**src/rgbp_pkg.sv**
```systemverilog
// ----------------------------------------------------------------------------
// rgbp_pkg
// Shared types, constants and helpers for the grayscale frame packer.
// ----------------------------------------------------------------------------
package rgbp_pkg;

    localparam int MODULES_DEF     = 4;
    localparam int PIX_PER_MODULE  = 16;
    localparam int OUTS_PER_MODULE = 48;
    localparam int LEVEL_W         = 12;
    localparam int ROW_DATA_W      = 3 * LEVEL_W;
    localparam int WORD_W          = 64;
    localparam int ACC_W           = WORD_W + ROW_DATA_W;
    localparam int ACC_CNT_W       = 7;
    localparam int IN_DATA_W       = 72;

    localparam logic [1:0] COLOR_RGB = 2'd0;
    localparam logic [1:0] COLOR_BRG = 2'd1;
    localparam logic [1:0] COLOR_GRB = 2'd2;

    localparam logic [2:0] FUNC_SET_PIXEL  = 3'd0;
    localparam logic [2:0] FUNC_SET_XY     = 3'd1;
    localparam logic [2:0] FUNC_SET_ALL    = 3'd2;
    localparam logic [2:0] FUNC_SET_OUTPUT = 3'd3;
    localparam logic [2:0] FUNC_FLUSH      = 3'd4;

    localparam logic [1:0] REG_COLOR_ORDER = 2'd0;

    typedef enum logic [2:0] {
        ST_CLEAR,
        ST_IDLE,
        ST_WRPIX,
        ST_FILL,
        ST_RMW_RD,
        ST_RMW_WR,
        ST_FL_RD,
        ST_FL_DATA
    } state_t;

    typedef struct packed {
        logic append;
        logic final_rows;
    } pk_ctrl_t;

    typedef struct packed {
        logic room;
        logic empty;
    } pk_stat_t;

    // serpentine 4x4 grid: odd rows run backwards
    function automatic logic [3:0] serp_pixel(input logic [1:0] x, input logic [1:0] y);
        serp_pixel = {x, (x[0] ? ~y : y)};
    endfunction

    // pixel row: output 0 in the low lane, output 2 in the high lane
    function automatic logic [ROW_DATA_W-1:0] pixel_word(
        input logic [1:0]         order,
        input logic [LEVEL_W-1:0] r,
        input logic [LEVEL_W-1:0] g,
        input logic [LEVEL_W-1:0] b
    );
        pixel_word = {b, g, r};
        if (order == COLOR_BRG) begin
            pixel_word = {g, r, b};
        end else if (order == COLOR_GRB) begin
            pixel_word = {b, r, g};
        end
    endfunction

endpackage

```
**src/rgbp_level_ram.sv**
```systemverilog
// ----------------------------------------------------------------------------
// rgbp_level_ram
// Level store, one pixel (three 12-bit levels) per row, registered read.
// ----------------------------------------------------------------------------
module rgbp_level_ram #(
    parameter int DEPTH  = 64,
    parameter int ADDR_W = 6
) (
    input  logic                             aclk,
    input  logic                             we,
    input  logic [ADDR_W-1:0]                addr,
    input  logic [rgbp_pkg::ROW_DATA_W-1:0]  wdata,
    output logic [rgbp_pkg::ROW_DATA_W-1:0]  rdata
);
    import rgbp_pkg::*;

    logic [ROW_DATA_W-1:0] mem [DEPTH];
    logic [ROW_DATA_W-1:0] rdata_reg;

    always_ff @(posedge aclk) begin
        if (we) begin
            mem[addr] <= wdata;
        end
        rdata_reg <= mem[addr];
    end

    assign rdata = rdata_reg;

endmodule

```
**src/rgbp_word_packer.sv**
```systemverilog
// ----------------------------------------------------------------------------
// rgbp_word_packer
// Gearbox from 36-bit pixel rows to 64-bit frame words, with output register.
// ----------------------------------------------------------------------------
module rgbp_word_packer (
    input  logic                             aclk,
    input  logic                             aresetn,
    input  rgbp_pkg::pk_ctrl_t               ctrl,
    input  logic [rgbp_pkg::ROW_DATA_W-1:0]  row_data,
    output rgbp_pkg::pk_stat_t               stat,
    output logic                             m_tvalid,
    input  logic                             m_tready,
    output logic [rgbp_pkg::WORD_W-1:0]      m_tdata,   // [63:0] frame_word
    output logic                             m_tlast
);
    import rgbp_pkg::*;

    logic [ACC_W-1:0]     acc_reg, acc_next;
    logic [ACC_CNT_W-1:0] cnt_reg, cnt_next;
    logic                 m_tvalid_reg, m_tvalid_next;
    logic [WORD_W-1:0]    m_tdata_reg, m_tdata_next;
    logic                 m_tlast_reg, m_tlast_next;
    logic                 emit;
    logic [ACC_CNT_W-1:0] shamt;
    logic [ACC_W-1:0]     shifted;

    localparam logic [ACC_CNT_W-1:0] WORD_CNT = ACC_CNT_W'(WORD_W);
    localparam logic [ACC_CNT_W-1:0] ROW_CNT  = ACC_CNT_W'(ROW_DATA_W);

    assign emit    = (cnt_reg >= WORD_CNT) && (!m_tvalid_reg || m_tready);
    assign shamt   = cnt_reg - WORD_CNT;
    assign shifted = acc_reg >> shamt;

    always_comb begin
        acc_next      = acc_reg;
        cnt_next      = cnt_reg;
        m_tvalid_next = m_tvalid_reg;
        m_tdata_next  = m_tdata_reg;
        m_tlast_next  = m_tlast_reg;
        if (ctrl.append) begin
            acc_next = {acc_reg[WORD_W-1:0], row_data};
            cnt_next = cnt_reg + ROW_CNT;
        end else if (emit) begin
            cnt_next = cnt_reg - WORD_CNT;
        end
        if (emit) begin
            m_tvalid_next = 1'b1;
            m_tdata_next  = shifted[WORD_W-1:0];
            m_tlast_next  = ctrl.final_rows && (cnt_reg == WORD_CNT);
        end else if (m_tready) begin
            m_tvalid_next = 1'b0;
        end
    end

    always_ff @(posedge aclk) begin
        if (!aresetn) begin
            cnt_reg      <= '0;
            m_tvalid_reg <= 1'b0;
            m_tlast_reg  <= 1'b0;
        end else begin
            cnt_reg      <= cnt_next;
            m_tvalid_reg <= m_tvalid_next;
            m_tlast_reg  <= m_tlast_next;
        end
        acc_reg     <= acc_next;
        m_tdata_reg <= m_tdata_next;
    end

    assign stat.room  = cnt_reg < WORD_CNT;
    assign stat.empty = cnt_reg == '0;
    assign m_tvalid   = m_tvalid_reg;
    assign m_tdata    = m_tdata_reg;
    assign m_tlast    = m_tlast_reg;

    a_append_room: assert property (@(posedge aclk) disable iff (!aresetn)
        ctrl.append |-> cnt_reg < WORD_CNT)
        else $error("row appended with a full word pending");
    a_cnt_nibble: assert property (@(posedge aclk) disable iff (!aresetn)
        cnt_reg[1:0] == 2'b00)
        else $error("bit count off nibble alignment");
    a_no_overlap: assert property (@(posedge aclk) disable iff (!aresetn)
        emit |-> !ctrl.append)
        else $error("append and emit in the same cycle");

endmodule

```
**src/rgb_led_grayscale_frame_packer.sv**
```systemverilog
// ----------------------------------------------------------------------------
// rgb_led_grayscale_frame_packer
// Level store and frame serialiser for chained 48-output LED driver modules.
//
// Commands arrive on the s_ channel, one request per handshake; set requests
// produce nothing on m_. A flush request produces MODULES*9 64-bit words on
// the m_ channel, module 0 first, output 47 first, MSB first; m_tlast marks
// the final word, after which the drivers latch.
// Work per request, from acceptance to readiness for the next one:
//   set pixel / set xy: one row write, set output: read, modify, write of
//   one row, set all: one row write per cycle over every row,
//   flush: a row read and then an append for each row, the read held
//   while a full word waits in the gearbox for the output register, so
//   longer if the receiver stalls.
// The store is a single-port memory of MODULES*16 rows of 36 bits; every
// command goes through its one port, which sets the work above.
// After reset a clearing pass writes zero to every row, while s_tready
// stays low; APB writes are taken throughout.
// When m_tready is low the word in the output register holds, the gearbox
// stops pulling rows, and the flush resumes where it stopped.
// ----------------------------------------------------------------------------
module rgb_led_grayscale_frame_packer #(
    parameter int MODULES = rgbp_pkg::MODULES_DEF
) (
    input  logic                               aclk,
    input  logic                               aresetn,
    // APB configuration
    input  logic                               psel,
    input  logic                               penable,
    input  logic                               pwrite,
    input  logic [2:0]                         paddr,
    input  logic [31:0]                        pwdata,
    output logic [31:0]                        prdata,
    output logic                               pready,
    // command stream
    input  logic                               s_tvalid,
    output logic                               s_tready,
    // func[2:0] pixel[6:3] x[8:7] y[10:9] module_req[12:11] channel[18:13]
    // level[30:19] red[42:31] green[54:43] blue[66:55], zero to [71]
    input  logic [rgbp_pkg::IN_DATA_W-1:0]     s_tdata,
    // frame stream
    output logic                               m_tvalid,
    input  logic                               m_tready,
    output logic [rgbp_pkg::WORD_W-1:0]        m_tdata,   // [63:0] frame_word
    output logic                               m_tlast
);
    import rgbp_pkg::*;

    localparam int ROWS  = MODULES * PIX_PER_MODULE;
    localparam int ROW_W = $clog2(ROWS);
    localparam int CNT_W = $clog2(ROWS + 1);
    localparam logic [CNT_W-1:0] ROWS_C = CNT_W'(ROWS);

    state_t state_reg, state_next;

    logic [CNT_W-1:0]      row_cnt_reg, row_cnt_next;
    logic [1:0]            color_order_reg;
    logic [ROW_W-1:0]      req_row_reg, req_row_next;
    logic [1:0]            req_lane_reg, req_lane_next;
    logic [LEVEL_W-1:0]    req_level_reg, req_level_next;
    logic [ROW_DATA_W-1:0] req_word_reg, req_word_next;
    logic                  req_ok_reg, req_ok_next;

    logic                  ram_we;
    logic [ROW_W-1:0]      ram_addr;
    logic [ROW_DATA_W-1:0] ram_wdata;
    logic [ROW_DATA_W-1:0] ram_rdata;

    pk_ctrl_t              pk_ctrl;
    pk_stat_t              pk_stat;

    logic [2:0]            in_func;
    logic [3:0]            in_pixel;
    logic [1:0]            in_x, in_y, in_mod;
    logic [5:0]            in_chan;
    logic [LEVEL_W-1:0]    in_level, in_red, in_green, in_blue;
    logic                  in_mod_ok;
    logic [11:0]           chan_prod;
    logic [3:0]            chan_row;
    logic [5:0]            chan_lane;
    logic                  cfg_wr;
    logic                  accept;

    assign in_func  = s_tdata[2:0];
    assign in_pixel = s_tdata[6:3];
    assign in_x     = s_tdata[8:7];
    assign in_y     = s_tdata[10:9];
    assign in_mod   = s_tdata[12:11];
    assign in_chan  = s_tdata[18:13];
    assign in_level = s_tdata[30:19];
    assign in_red   = s_tdata[42:31];
    assign in_green = s_tdata[54:43];
    assign in_blue  = s_tdata[66:55];

    assign in_mod_ok = 32'(in_mod) < MODULES;
    // channel / 3 by reciprocal, exact below 48
    assign chan_prod = 12'(in_chan) * 12'd43;
    assign chan_row  = chan_prod[10:7];
    assign chan_lane = in_chan - 6'(chan_row) * 6'd3;

    assign s_tready = (state_reg == ST_IDLE);
    assign accept   = s_tvalid && s_tready;

    // configuration
    assign pready = 1'b1;
    assign cfg_wr = psel && penable && pwrite && pready && (paddr[2] == REG_COLOR_ORDER[0]);
    assign prdata = (paddr[2] == REG_COLOR_ORDER[0]) ? {30'd0, color_order_reg} : 32'd0;

    always_ff @(posedge aclk) begin
        if (!aresetn) begin
            color_order_reg <= COLOR_RGB;
        end else if (cfg_wr) begin
            color_order_reg <= (pwdata[1:0] == 2'd3) ? COLOR_RGB : pwdata[1:0];
        end
    end

    // next state
    always_comb begin
        state_next = state_reg;
        unique case (state_reg)
            ST_CLEAR: begin
                if (row_cnt_reg == ROWS_C - 1'b1) state_next = ST_IDLE;
            end
            ST_IDLE: begin
                if (accept) begin
                    unique case (in_func)
                        FUNC_SET_PIXEL,
                        FUNC_SET_XY:     state_next = ST_WRPIX;
                        FUNC_SET_ALL:    state_next = ST_FILL;
                        FUNC_SET_OUTPUT: state_next = ST_RMW_RD;
                        FUNC_FLUSH:      state_next = ST_FL_RD;
                        default:         state_next = ST_IDLE;
                    endcase
                end
            end
            ST_WRPIX: state_next = ST_IDLE;
            ST_FILL: begin
                if (row_cnt_reg == ROWS_C - 1'b1) state_next = ST_IDLE;
            end
            ST_RMW_RD: state_next = req_ok_reg ? ST_RMW_WR : ST_IDLE;
            ST_RMW_WR: state_next = ST_IDLE;
            ST_FL_RD: begin
                if (row_cnt_reg == ROWS_C) begin
                    if (pk_stat.empty) state_next = ST_IDLE;
                end else if (pk_stat.room) begin
                    state_next = ST_FL_DATA;
                end
            end
            ST_FL_DATA: state_next = ST_FL_RD;
            default: state_next = ST_IDLE;
        endcase
    end

    // datapath and memory control
    always_comb begin
        row_cnt_next   = row_cnt_reg;
        req_row_next   = req_row_reg;
        req_lane_next  = req_lane_reg;
        req_level_next = req_level_reg;
        req_word_next  = req_word_reg;
        req_ok_next    = req_ok_reg;
        ram_we         = 1'b0;
        ram_addr       = req_row_reg;
        ram_wdata      = req_word_reg;
        pk_ctrl        = '0;
        unique case (state_reg)
            ST_CLEAR: begin
                ram_we       = 1'b1;
                ram_addr     = row_cnt_reg[ROW_W-1:0];
                ram_wdata    = '0;
                row_cnt_next = row_cnt_reg + 1'b1;
            end
            ST_IDLE: begin
                row_cnt_next   = '0;
                req_level_next = in_level;
                req_word_next  = pixel_word(color_order_reg, in_red, in_green, in_blue);
                req_lane_next  = chan_lane[1:0];
                if (in_func == FUNC_SET_XY) begin
                    req_row_next = ROW_W'({in_mod, serp_pixel(in_x, in_y)});
                    req_ok_next  = in_mod_ok;
                end else if (in_func == FUNC_SET_OUTPUT) begin
                    req_row_next = ROW_W'({in_mod, chan_row});
                    req_ok_next  = in_mod_ok && (in_chan < 6'(OUTS_PER_MODULE));
                end else begin
                    req_row_next = ROW_W'({in_mod, in_pixel});
                    req_ok_next  = in_mod_ok;
                end
            end
            ST_WRPIX: begin
                ram_we = req_ok_reg;
            end
            ST_FILL: begin
                ram_we       = 1'b1;
                ram_addr     = row_cnt_reg[ROW_W-1:0];
                row_cnt_next = row_cnt_reg + 1'b1;
            end
            ST_RMW_RD: begin
            end
            ST_RMW_WR: begin
                ram_we    = 1'b1;
                ram_wdata = ram_rdata;
                unique case (req_lane_reg)
                    2'd0:    ram_wdata[LEVEL_W-1:0]             = req_level_reg;
                    2'd1:    ram_wdata[2*LEVEL_W-1:LEVEL_W]     = req_level_reg;
                    2'd2:    ram_wdata[3*LEVEL_W-1:2*LEVEL_W]   = req_level_reg;
                    default: ram_wdata                          = ram_rdata;
                endcase
            end
            ST_FL_RD: begin
                // pixel 15 of each module first
                ram_addr           = row_cnt_reg[ROW_W-1:0] ^ ROW_W'(PIX_PER_MODULE - 1);
                pk_ctrl.final_rows = (row_cnt_reg == ROWS_C);
                if (row_cnt_reg != ROWS_C && pk_stat.room) begin
                    row_cnt_next = row_cnt_reg + 1'b1;
                end
            end
            ST_FL_DATA: begin
                pk_ctrl.append = 1'b1;
            end
            default: begin
            end
        endcase
    end

    always_ff @(posedge aclk) begin
        if (!aresetn) begin
            state_reg   <= ST_CLEAR;
            row_cnt_reg <= '0;
        end else begin
            state_reg   <= state_next;
            row_cnt_reg <= row_cnt_next;
        end
        req_row_reg   <= req_row_next;
        req_lane_reg  <= req_lane_next;
        req_level_reg <= req_level_next;
        req_word_reg  <= req_word_next;
        req_ok_reg    <= req_ok_next;
    end

    rgbp_level_ram #(
        .DEPTH  (ROWS),
        .ADDR_W (ROW_W)
    ) u_ram (
        .aclk  (aclk),
        .we    (ram_we),
        .addr  (ram_addr),
        .wdata (ram_wdata),
        .rdata (ram_rdata)
    );

    rgbp_word_packer u_packer (
        .aclk     (aclk),
        .aresetn  (aresetn),
        .ctrl     (pk_ctrl),
        .row_data (ram_rdata),
        .stat     (pk_stat),
        .m_tvalid (m_tvalid),
        .m_tready (m_tready),
        .m_tdata  (m_tdata),
        .m_tlast  (m_tlast)
    );

    a_fl_after_read: assert property (@(posedge aclk) disable iff (!aresetn)
        state_reg == ST_FL_DATA |-> $past(state_reg) == ST_FL_RD)
        else $error("flush append without a preceding row read");
    a_rmw_after_read: assert property (@(posedge aclk) disable iff (!aresetn)
        state_reg == ST_RMW_WR |-> $past(state_reg) == ST_RMW_RD)
        else $error("level write-back without a preceding read");
    a_row_bound: assert property (@(posedge aclk) disable iff (!aresetn)
        row_cnt_reg <= ROWS_C)
        else $error("row counter past the store");

endmodule

```
**config.mk**
```make
export PLATFORM = sky130hd
export DESIGN_NAME = rgb_led_grayscale_frame_packer
export DESIGN_NICKNAME = d
export VERILOG_FILES = /design/src/rgbp_pkg.sv /design/src/rgbp_level_ram.sv /design/src/rgbp_word_packer.sv /design/src/rgb_led_grayscale_frame_packer.sv
export SDC_FILE = /design/constraint.sdc
export NUM_CORES = 2
export LEC_CHECK = 0
export CAP_MARGIN = 20
export CORE_UTILIZATION = 41
export CTS_BUF_LIST = sky130_fd_sc_hd__clkbuf_2
export DETAILED_ROUTE_END_ITERATION = 8
export DONT_BUFFER_PORTS = 1
export PLACE_DENSITY_LB_ADDON = 0.12
export REMOVE_ABC_BUFFERS = 1
export SYNTH_ARGS = -nofsm -noshare
export SYNTH_HDL_FRONTEND = slang
export SYNTH_SLANG_ARGS = --single-unit
```
**constraint.sdc**
```tcl
create_clock -name aclk -period 6.1 [get_ports aclk]
set_input_delay 0.61 -clock aclk [delete_from_list [all_inputs] [get_ports aclk]]
set_output_delay 0.61 -clock aclk [all_outputs]
set_load 0.1 [all_outputs]
```
==> qor.txt <==
post-cts sizing count - 0
internal reg-to-reg setup slack - 560 ps
CP endpoint kind - register
DRC viols - 0
WS Path Type - register to register
Total GRT Usage - 0.2803
max cap viols - 0
depth of the worst hold-timing path - 3
largest family of logic cells by synthesized area - simple AND/OR/NAND/NOR gates
status - finished clean
Primary FF master, synth - edfxtp_1
fin area - 121200 sq um
CTS root buffer - clkbuf_2
Overflow after GRT - 0
Seq/Total Area, Yosys - 0.7171
total clock sinks - 2580
dpl hpwl - 214500 microns
final setup fails - 0
layout cell share with drive strength beyond 1 - 0.1889
CORE AREA - 259900 sq um
WP data arrival - 6910 ps
Synth cell types - 89
pin count of the biggest net entering global routing - 149
Post-Route Hold Slack - 245.8 ps
antenna viol nets, final - 0
max-slew violations - 0
height of the die - 513.5 microns
unrepaired setup endpoints after global routing - false
Hold Vio Cnt, Final - 0
Ys Warns - 0
port bufs - 0
CTS Buffer Depth - 4
Adder-Cell Fraction of Synth Area - 0.004432
Rel. slew slack - 0.2095
num rows - 187
Pre-antenna DRT Iters - 6
M1 GR Usage - 0.3697
EDFF count, synth - 2525
xor and xnor fraction of the mapped netlist area - 0.001878
count leader, synth - edfxtp_1
worst min-delay path endpoint - req_word_reg[34]$_DFFE_PP_
Design Power - 0.03366 W
Area contributors post-synth - edfxtp_1, nand2_1, a211oi_1
mux share of post-synthesis cell area - 0.02892
Worst R2R End - u_ram.mem[58][23]$_DFFE_PP_
htree depth - 6
die area - 263700 sq um
Post-Syn Instances - 7860
routed vias - 74010
number of global-route vias before repair - 71400
Final #Nets - 8593
post-synthesis compound-gate area fraction - 0.09658
routed wire length - 378100 microns
IO Pins - 214
Worst Min Path Start - s_tdata[65]
Post-Synth Simple-Gate Area - 0.1238
met3 Usage GRT - 0.05513
Layout Cells excl Fill - 12430
area share of the largest cell type after synthesis - 0.7068
Fmax - 180.5 MHz
Startpoint Class - register
Tightest Pin Transition - 1183 ps
RR Startpoint - state_reg[1]$_SDFFE_PN0P_
CTS clk-pin slew, worst paths - 100 ps
Iteration-0 DRC Markers - 8640
maximum fanout along the worst path - 20
Largest register FFs - 2304
Critical Path RT - 7470 ps
antenna violations before repair - 22
Post-Syn Area per Cell - 13.65 sq um
Synth Register Bits - 2580
GPL Wtd Cong - 0.8726
Post-synth top cells - edfxtp_1, nand2_1, nand3_1
Setup Total Neg Slack - 0 ps
R2R depth - 6
Num CTS Buffers - 667
area of the mapped netlist - 107300 sq um
DP Cell Count - 11060
via/cell ratio - 5.954
PD cells - 277.7 nW/um^2
Global Route met2 Usage - 0.4532
Initial Util - 0.4127
Tmin final - 5541 ps
Hold Crit Class - primary input to register
ys async rst share - 0
CTS tree - built
DR WL/cell - 30.42 microns
clk_skew - 162.1 ps
first-pass GRT wire length - 528300 microns
chip width - 513.5 microns
clock latency on the worst-skew pair - 1850 ps
dpl cell area - 113000 sq um
GRT busiest layer - met2
Yosys top cell by area - edfxtp_1
fin crit share - 0.9084
P&R area growth vs syn - 12.99%
leakage power - 42.98 nW
peak supply drop - 0.0001469 V
[cells by family (layout without fill, tap and decap cells)]
| group | after synthesis | in the layout |
|---|---|---|
| multiplexers | 246 | 246 |
| adder cells (fa/ha/maj) | 36 | 36 |
| flip-flops | 2580 | 2580 |
| XOR/XNOR | 23 | 23 |
| buffers and inverters | 664 | 1701 |
| other | 2 | 39 |
| AO/OA/AOI/OAI | 1394 | 1394 |
| AND/OR/NAND/NOR | 2915 | 2915 |
[routing by layer]
metal,part of all wire,vias to the layer above
met2,0.47,3630
met3,0.086,666
li1,-,31900
met4,0.038,12
met5,0.00024,-
met1,0.40,37800
[worst max path at each step]
stage                                          from                     endpoint  slack [ps]  cells after the start
after floorplan           state_reg[0]$_SDFFE_PN0P_       u_ram.rdata[1]$_DFF_P_      -15620                      7
after global placement    state_reg[0]$_SDFFE_PN0P_  u_ram.mem[58][25]$_DFFE_PP_         940                      7
after detailed placement  state_reg[2]$_SDFFE_PN0P_  u_ram.mem[58][25]$_DFFE_PP_         920                      7
after CTS                 state_reg[2]$_SDFFE_PN0P_  u_ram.mem[58][23]$_DFFE_PP_         780                      7
after global routing      state_reg[2]$_SDFFE_PN0P_  u_ram.mem[58][23]$_DFFE_PP_         600                      7
final                     state_reg[1]$_SDFFE_PN0P_  u_ram.mem[58][23]$_DFFE_PP_         560                      6
[through the flow]
stage	utilization	worst slack [ps]
2_1_floorplan	-	-15620
3_3_place_gp	0.4347	943.6
3_5_place_dp	0.4348	915.6
4_1_cts	0.4658	778.1
5_1_grt	0.4662	598.0
6_report	0.4663	558.7
[worst max-delay path, stage by stage, from the launching register on]
cell and delay, ps:
dfxtp_1 790, nor2b_1 340, a22o_1 420, nor2_1 680
nand3_1 960, nor2_4 1220, buf_4 580
[timing repair]
item                      in CTS  in global routing
setup buffers                  0                  0
hold endpoints to repair     140                  0
hold buffers                 214                  0
[placed cells by master (no fill, tap or decap), types with 16 or more instances in the layout]
cell type         n
a2111o_1         31
a2111oi_0        33
a211oi_1        315
a21oi_1          80
a22oi_1          66
a311o_1          36
a311oi_1        185
a31o_2           98
a31oi_1         109
a41oi_1          62
and2_1           36
and3_1          375
buf_12           61
buf_4           240
clkbuf_2        997
clkinv_1        101
conb_1           31
dfxtp_1          49
dlygate4sd3_1   214
edfxtp_1       2525
ha_1             29
inv_1            28
inv_2            22
mux2_2           38
mux2i_1         160
mux4_2           47
nand2_1        1656
nand3_1         395
nand4_1         165
nor2_1           92
nor2_4           67
nor2b_1          30
o21ai_0         177
o21ai_4          36
o22ai_1          54
o311ai_0         32
or4_1            31
xnor2_1          16
[final cells by class]
type                            count  area (sq um)
Fill cell                       23450        138700
Timing Repair Buffer              519          5251
Sequential cell                  2580         76940
Clock inverter                    152         915.9
Tap cell                         3496          4374
Clock buffer                      997          4990
Inverter                           33         126.4
Multi-Input combinational cell   4645         28580
Antenna cell                        8         20.02
[power by group]
| group | internal [W] | leakage [nW] | total, W | switching (W) |
|---|---|---|---|---|
| registers | 0.0193 | 25.7 | 0.0195 | 0.000224 |
| logic | 0.000664 | 12.7 | 0.00223 | 0.00157 |
| clock network | 0.00477 | 4.58 | 0.0119 | 0.00714 |
| total | 0.0247 | 43.0 | 0.0337 | 0.00893 |
(Power assumes the default switching activity.)
